===== src/design/pfp_pkg.sv =====
package pfp_pkg;

	// Default width of the pixel coordinates.
	localparam int COORD_BITS_DEF = 12;

	// Result coordinates are 15-bit two's complement and clamp at the range ends.
	localparam int FOOT_BITS = 15;
	localparam logic signed [31:0] FOOT_MAX = 32'sd16383;
	localparam logic signed [31:0] FOOT_MIN = -32'sd16384;

	// Control flags that travel with every request through the pipeline.
	typedef struct packed {
		logic valid;
		logic vert;
		logic horiz;
		logic neg_x;
		logic neg_y;
	} pfp_ctrl_t;

	// Clamp a signed value into the result range and keep the low bits.
	function automatic logic [FOOT_BITS-1:0] pfp_sat(input logic signed [31:0] v);
		logic signed [31:0] r;
		if (v > FOOT_MAX) begin
			r = FOOT_MAX;
		end else if (v < FOOT_MIN) begin
			r = FOOT_MIN;
		end else begin
			r = v;
		end
		return r[FOOT_BITS-1:0];
	endfunction

	// Clock edges from the accepting edge to the edge that takes the result.
	function automatic int pfp_latency(input int coord_bits);
		return coord_bits + 7;
	endfunction

endpackage


===== src/design/pfp_div_cell.sv =====
module pfp_div_cell import pfp_pkg::*; #(
	parameter int COORD_BITS = COORD_BITS_DEF,
	parameter int SHIFT      = 0
) (
	input  logic                      clk,
	input  logic                      arst_n,
	input  pfp_ctrl_t                 ctrl_in,
	input  logic [3*COORD_BITS+1:0]   rem_x_in,
	input  logic [3*COORD_BITS+1:0]   rem_y_in,
	input  logic [2*COORD_BITS:0]     den_in,
	input  logic [COORD_BITS:0]       quo_x_in,
	input  logic [COORD_BITS:0]       quo_y_in,
	input  logic [COORD_BITS-1:0]     spec_x_in,
	input  logic [COORD_BITS-1:0]     spec_y_in,
	output pfp_ctrl_t                 ctrl_out,
	output logic [3*COORD_BITS+1:0]   rem_x_out,
	output logic [3*COORD_BITS+1:0]   rem_y_out,
	output logic [2*COORD_BITS:0]     den_out,
	output logic [COORD_BITS:0]       quo_x_out,
	output logic [COORD_BITS:0]       quo_y_out,
	output logic [COORD_BITS-1:0]     spec_x_out,
	output logic [COORD_BITS-1:0]     spec_y_out
);

	localparam int NW = 3 * COORD_BITS + 2;
	localparam int DW = 2 * COORD_BITS + 1;
	localparam int QB = COORD_BITS + 1;

	pfp_ctrl_t        ctrl_q;
	logic [NW-1:0]    rem_x_q, rem_y_q;
	logic [DW-1:0]    den_q;
	logic [QB-1:0]    quo_x_q, quo_y_q;
	logic [COORD_BITS-1:0] spec_x_q, spec_y_q;

	logic [NW:0]      dsh, diff_x, diff_y;
	logic             take_x, take_y;
	logic [QB-1:0]    bit_mask;

	// Trial subtraction of the shifted denominator for both coordinates.
	assign dsh      = {{(NW + 1 - DW){1'b0}}, den_in} << SHIFT;
	assign diff_x   = {1'b0, rem_x_in} - dsh;
	assign diff_y   = {1'b0, rem_y_in} - dsh;
	assign take_x   = !diff_x[NW];
	assign take_y   = !diff_y[NW];
	assign bit_mask = {{(QB - 1){1'b0}}, 1'b1} << SHIFT;

	always_ff @(posedge clk or negedge arst_n) begin
		if (!arst_n) begin
			ctrl_q <= '0;
		end else begin
			ctrl_q <= ctrl_in;
		end
	end

	// Keep the reduced remainder and set this cell's quotient bit.
	always_ff @(posedge clk) begin
		rem_x_q  <= take_x ? diff_x[NW-1:0] : rem_x_in;
		rem_y_q  <= take_y ? diff_y[NW-1:0] : rem_y_in;
		quo_x_q  <= take_x ? (quo_x_in | bit_mask) : quo_x_in;
		quo_y_q  <= take_y ? (quo_y_in | bit_mask) : quo_y_in;
		den_q    <= den_in;
		spec_x_q <= spec_x_in;
		spec_y_q <= spec_y_in;
	end

	assign ctrl_out   = ctrl_q;
	assign rem_x_out  = rem_x_q;
	assign rem_y_out  = rem_y_q;
	assign den_out    = den_q;
	assign quo_x_out  = quo_x_q;
	assign quo_y_out  = quo_y_q;
	assign spec_x_out = spec_x_q;
	assign spec_y_out = spec_y_q;

endmodule


===== config.mk =====
export PLATFORM = sky130hd
export DESIGN_NAME = pfp_div_cell
export DESIGN_NICKNAME = d
export VERILOG_FILES = /design/src/design/pfp_pkg.sv /design/src/design/pfp_div_cell.sv
export SDC_FILE = /design/constraint.sdc
export NUM_CORES = 1
export LEC_CHECK = 0
export BUFFER_PORTS_ARGS = -buffer_cell sky130_fd_sc_hd__buf_2
export CELL_PAD_IN_SITES_DETAIL_PLACEMENT = 0
export CELL_PAD_IN_SITES_GLOBAL_PLACEMENT = 1
export CORE_MARGIN = 2
export CORE_UTILIZATION = 34
export CTS_CLUSTER_SIZE = 12
export DETAILED_ROUTE_END_ITERATION = 6
export PLACE_DENSITY = 0.82
export SLEW_MARGIN = 0
export SYNTH_ARGS = -nofsm -noshare
export SYNTH_HDL_FRONTEND = slang
export SYNTH_SLANG_ARGS = --single-unit

===== constraint.sdc =====
create_clock -name clk -period 0.8 [get_ports clk]
set_input_delay 0 -clock clk [delete_from_list [all_inputs] [get_ports clk]]
set_output_delay 0 -clock clk [all_outputs]
set_load 0.01 [all_outputs]

==> impl_metrics.tcl, run 1 <==
set metrics [dict create \
    outcome "complete, but fails checks" \
    violations "hold timing, setup timing" \
    timing_worst_slew_pin_value_ns 0.482 \
    crit_buf_inv 4 \
    synth-async-reset-ratio 0.0321 \
    cp_slowest_cell "or4b_4" \
    cp.required_ns 1.14 \
    clkTransAtPathRegs_ns 0.07 \
    powerDensity_nw_per_um2 1730 \
    max_slew_margin 0.676 \
    vias 8683 \
    synth_cell_type_count 72 \
    grt_pass1_vias 8822 \
    rows 52 \
    timing.critical_path.cells "buf_12, inv_12, ha_4, inv_2, fa_2, a21oi_4, o21ai_2, buf_4, a21oi_4, o41ai_4, a41oi_2, or4b_4, nand4_1, xnor2_1" \
    viasPerCell 4.89 \
    final_area_sq_um 14800 \
    antenna_found_initial 4 \
    final_critical_path_setup_slack_ns -1.28 \
    cpMostUsedCell "a21oi_4" \
    synth-seq-cells 156 \
    initial_core_util 0.348 \
    place_ws_ns -1.73 \
    syn_area_sq_um 7070 \
    cts_tree "yes" \
    slew_viol_final 0 \
    arrival_ns 2.43 \
    ys_seq_area_frac 0.445 \
    period_needed_ns 2.08 \
    grt_max_degree 17 \
    drt-initial-drc-count 370 \
    period_share 2.60 \
    drtAntennaViolNets 0 \
    regArea_sq_um 3260 \
    synth_edf_count 0 \
    syn_nets 979 \
    io_pins 314 \
    globalplace.congestion 0.894 \
    clock_path_buffers 2 \
    overflow 0 \
    htree_levels 4 \
    endpoint_kind "register" \
    grt_pass1_wl_microns 45100 \
    yosysWarnings 0 \
    hold_ws_ns -0.00844 \
    route.detailed.drc 0 \
    die_y_microns 148 \
    dieArea_sq_um 22000 \
    drt-total-wl_microns 31400 \
    ir_worst_vdd_mv 1.29 \
    synthFlopType "dfxtp_1" \
    maxCapViolCount 0 \
    cp.depth 14 \
    crit_family "compound AO/OA/AOI/OAI gates" \
    rsz0062_at_grt "yes" \
    hold_viol 1 \
    firstDrtPassIters 5 \
    io_buffers 313 \
    cp-startpoint "rem_x_in[0]" \
    core_area_sq_um 20300 \
    crit_type "in2reg" \
    grt_util_all_layers 0.260 \
    fmax_ghz 0.480 \
    routedWlPerCell_microns 17.7 \
    postSynthAreaPerCell_sq_um 9.20 \
    cp_slowest_stage_delay_ns 0.59 \
    postPlaceCellArea_sq_um 10900 \
    power_w 0.0257 \
    worstPathMaxFanout 3 \
    synthCells 769 \
    dp_hpwl_microns 19600 \
    finalSetupViolations 234 \
    multi_input_area_sq_um 4510 \
    hp-class "in2reg" \
    fillCellCount 1382 \
    cts-root-buf "clkbuf_16" \
    endpoint "rem_x_out[32]" \
    numCtsBuffers 17 \
    layout.nets 1699 \
    cts_sinks 156 \
    areaGrowthSynthToFinish_pct 110 \
    critPathLaunchType "input pin" \
    die_w_microns 148 \
    power.static_leakage_nw 6.85 \
    drive_above_1_share 0.563 \
]
## registers in the layout, summed over array words and instances (netlist names)
signal      count
ctrl_out        5
den_out        25
quo_x_out      13
quo_y_out      13
rem_x_out      38
rem_y_out      38
spec_x_out     12
spec_y_out     12
## power breakdown
group / switching, W / total, W / leakage, nW / internal, W
clock: 0.00368 / 0.00840 / 0.295 / 0.00472
sequential: 0.000378 / 0.00914 / 1.33 / 0.00876
combinational: 0.00360 / 0.00813 / 5.22 / 0.00453
total: 0.00766 / 0.0257 / 6.85 / 0.0180
## worst min path at each step
stage / to / depth (start not counted) / start / slack, ns
finish: rem_y_out[30] / 5 / rem_y_in[26] / -0.008
global route: rem_y_out[30] / 5 / rem_y_in[27] / 0.03
CTS: rem_y_out[34] / 5 / rem_y_in[32] / -0.005
detailed placement: ctrl_out[0] / 1 / arst_n / -0.18
global placement: ctrl_out[0] / 1 / arst_n / -0.18
floorplan: ctrl_out[0] / 0 / arst_n / -0.30
## kinds of logic (layout without fill, tap and decap cells)
| group | after synthesis | after routing | share of synthesized area |
|---|---|---|---|
| DFF | 156 | 156 | 0.445 |
| other | 0 | 4 | 0 |
| adders and majority gates | 52 | 52 | 0.0941 |
| muxes | 3 | 3 | 0.00513 |
| buffers and inverters | 67 | 800 | 0.0398 |
| and+or+nand+nor | 234 | 234 | 0.164 |
| xor gates and xnor gates | 67 | 67 | 0.0830 |
| AOI/OAI and AO/OA | 190 | 190 | 0.169 |
## per-layer routing
| layer | vias up | share of wire | global-route usage |
|---|---|---|---|
| met5 | - | 0 | 0 |
| met4 | 0 | 0.045 | 0.117 |
| met3 | 103 | 0.058 | 0.0500 |
| met2 | 358 | 0.51 | 0.477 |
| met1 | 4065 | 0.39 | 0.291 |
| li1 | 4157 | - | - |
## metrics by stage
stage	utilization	hold slack (ns)	std cells	TNS (ns)
after floorplan	-	-0.296	769	-97.69
after global placement	0.536	-0.181	1550	-123.13
after detailed placement	0.536	-0.180	1550	-126.51
after CTS	0.699	-0.00514	1767	-96.99
after global routing	0.731	0.0284	1775	-115.56
final	0.731	-0.00844	1776	-103.26
## Yosys cell counts (3+ instances only)
master    count  area, sq um
nand3b_1      3         22.5
o21bai_1      7         52.6
o211ai_1      5         37.5
nand3_1      18         90.1
nor2_1       72          270
dfxtp_1     151         3020
nor3b_1       3         22.5
nor4_1       12         75.1
xnor2_1      46          403
buf_6         3         33.8
a21oi_1      81          405
o31ai_1       5         37.5
o21ai_1       5         25.0
o21a_1        6         45.0
inv_1        42          158
nand2_1      60          225
nand4b_1      3         26.3
o21ai_0      31          155
buf_2         3         15.0
ha_1         50          626
a211oi_1      4         30.0
nor2b_1       4         25.0
xor2_1       21          184
nand4_1      15         93.8
nand2b_1      5         31.3
clkbuf_1     17         63.8
a31oi_1       6         37.5
dfrtp_1       5          125
and3_1        6         37.5
nor3_1       13         65.1
a21o_1       13         97.6
## what timing repair did
action | in CTS | in global routing
gates resized for setup | 193 | 174
setup endpoints to repair | 234 | 234
hold buffers | 160 | 0
gates cloned | 7 | 2
pin swaps | 45 | 39
endpoints found under the hold margin | 161 | 0
buffers inserted | 18 | 10
## layout by cell type (no fill, tap or decap), drive strengths merged, types with 6 or more instances in the layout
cell type    synthesis  routed
dfxtp              151     151
nor2                72      72
o211ai               7       7
and3                 6       6
o21bai               7       7
ha                  50      50
a21oi               82      82
nand3               20      20
dlygate4sd3          0     160
nor3                14      14
nand2               60      60
inv                 42      47
a31oi                6       6
clkinv               0       6
a21o                13      13
xor2                21      21
nor4                12      12
o21a                 6       6
xnor2               46      46
clkbuf              17      19
o21ai               36      36
buf                  8     564
a211oi               6       6
nand4               15      15
## area by class of cell
type,count,share of cell area
repair buffers,726,0.399
multi-input cells,546,0.304
flip-flops and latches,156,0.220
clock buffers,17,0.0287
well taps,270,0.0228
inverters,42,0.0127
clock inverters,15,0.0122
diodes,4,0.000675
Note: power is estimated with default switching activity, not from simulation.
==> run 2: changes to the inputs <==
Settings changed: HOLD_SLACK_MARGIN set to 0.08.
Clock period 0.8 ns to 2.25 ns, I/O delays scaled along.
==> run 2 against run 1 <==
The flow finishes with violations (hold timing). Global-route usage is 3.3 points lower. Final area decreased by 17%. First-iteration DRC count fell by 42%. Clock power fell by 65%. Die area is the same. Critical path type unchanged. Wire length shrank 19%. Via count is 10% lower. Power fell by 68%.
==> impl_metrics.tcl, run 2 (synthesis gave the netlist of run 1 again) <==
set metrics [dict create \
    die_w_microns 148 \
    multi_input_area_sq_um 3790 \
    ir_worst_vdd_mv 0.499 \
    power_w 0.00830 \
    htree_levels 4 \
    max_slew_margin 0.535 \
    hp-class "in2reg" \
    cp.required_ns 2.61 \
    p_comb_frac 0.266 \
    antenna_found_initial 5 \
    clkPwrFrac 0.355 \
    io_buffers 313 \
    hold_viol 4 \
    timing.critical_path.cells "dlygate4sd3_1, buf_2, ha_4, nand4_1, o41ai_2, a41oi_2, or4b_1, nand4_1, xnor2_1" \
    final_critical_path_setup_slack_ns 0.106 \
    power_frac_seq 0.379 \
    cts-root-buf "clkbuf_16" \
    viasPerCell 4.72 \
    swShare 0.303 \
    period_needed_ns 2.14 \
    vias 7800 \
    crit_type "in2reg" \
    cts_tree "yes" \
    route.detailed.drc 0 \
    fin_util 0.605 \
    core_area_sq_um 20300 \
    clkTransAtPathRegs_ns 0.07 \
    wl_met3_microns 1390 \
    fin_tns_setup_ns 0 \
    power.static_leakage_nw 5.85 \
    rsz0062_at_grt "yes" \
    crit_family "simple AND/OR/NAND/NOR gates" \
    regArea_sq_um 3150 \
    areaGrowthSynthToFinish_pct 73.5 \
    layout.nets 1577 \
    drt-total-wl_microns 25300 \
    final_area_sq_um 12300 \
    drtAntennaViolNets 0 \
    grt_max_degree 26 \
    clock_path_buffers 2 \
    firstDrtPassIters 5 \
    cp_slowest_stage_delay_ns 0.57 \
    grt_util_all_layers 0.227 \
    fmax_ghz 0.467 \
    crit_buf_inv 2 \
    top_layer_used "met5" \
    outcome "complete, but fails checks" \
    p_int_w 0.00579 \
    initial_core_util 0.348 \
    drt-initial-drc-count 216 \
    rows 52 \
    finalSetupViolations 0 \
    cts_sinks 156 \
    postPlaceCellArea_sq_um 9910 \
    arrival_ns 2.50 \
    timing_worst_slew_pin_value_ns 0.692 \
    slew_viol_final 0 \
    cts_hold_buffers 156 \
    dp_hpwl_microns 18400 \
    fillCellCount 1796 \
    numCtsBuffers 17 \
    layout_common_cells "buf_2 (313), dlygate4sd3_1 (156), dfxtp_1 (151)" \
    period_share 0.953 \
    powerDensity_nw_per_um2 676 \
    cp.depth 9 \
    overflow 0 \
    die_y_microns 148 \
    maxCapViolCount 0 \
    endpoint_kind "register" \
    grt_pass1_vias 7956 \
    wl_met1_microns 10600 \
    grt_pass1_wl_microns 39400 \
    violations "hold timing" \
    globalplace.congestion 0.836 \
    routedWlPerCell_microns 15.3 \
    critPathLaunchType "input pin" \
    wl_met2_microns 12600 \
    drive_above_1_share 0.379 \
    cpMostUsedCell "nand4_1" \
    final_common_cell "buf_2" \
    cp_slowest_cell "or4b_1" \
    dieArea_sq_um 22000 \
    hold_ws_ns -0.283 \
    place_ws_ns -0.411 \
    io_pins 314 \
    p_sw_w 0.00251 \
    holdPathStages 1 \
    worstPathMaxFanout 4 \
]
run 2: cell count changes in the layout (fill, tap and decap cells not counted), moves of 29 or more:
cell / previous run / this run
a21oi_1: 39 / 78
a21oi_2: 41 / 4
dfxtp_2: 89 / 0
nor2_1: 42 / 71
buf_4: 232 / 128
buf_2: 217 / 313
dfxtp_1: 62 / 151
buf_6: 99 / 0
run 2: final cells by class:
cell class	count	area share
sequential	156	0.257
antenna	3	0.000612
clock buffer	17	0.0347
multi-input combinational	546	0.309
timing repair buffer	604	0.344
tap	270	0.0275
clock inverter	15	0.0145
inverter	42	0.0128
run 2: per-stage QoR:
step,std cells,hold slack (ns)
5_1_grt,1652,-0.288
2_1_floorplan,769,-0.296
4_1_cts,1646,-0.296
3_5_place_dp,1458,-0.188
3_3_place_gp,1458,-0.189
6_report,1653,-0.283
run 2: timing repair:
item / in CTS / in global routing
resized for setup: 0 / 27
hold endpoints to repair: 161 / 4
endpoints found under the setup margin: 0 / 54
buffers inserted: 0 / 3
run 2: metal layers:
metal / global-route usage / up-vias
li1: - / 3920
met1: 0.262 / 3583
met2: 0.412 / 249
met3: 0.0506 / 44
met4: 0.0810 / 4
met5: 0 / -
run 2: power groups by stage:
stage	Clock, W	Sequential [W]	Combinational, W
after floorplan	0	0.00338	0.000814
after global placement	0	0.00320	0.00192
after detailed placement	0	0.00320	0.00193
after CTS	0.00302	0.00314	0.00216
after global routing	0.00312	0.00317	0.00241
final	0.00295	0.00315	0.00220
run 2: final timing paths:
check | from | slack (ns) | endpoint
max | rem_x_in[11] | 0.11 | rem_x_out[32]
min | den_in[0] | -0.28 | den_out[0]
max in group asynchronous | arst_n | 1.55 | ctrl_out[2]
min in group asynchronous | arst_n | 0.52 | ctrl_out[1]
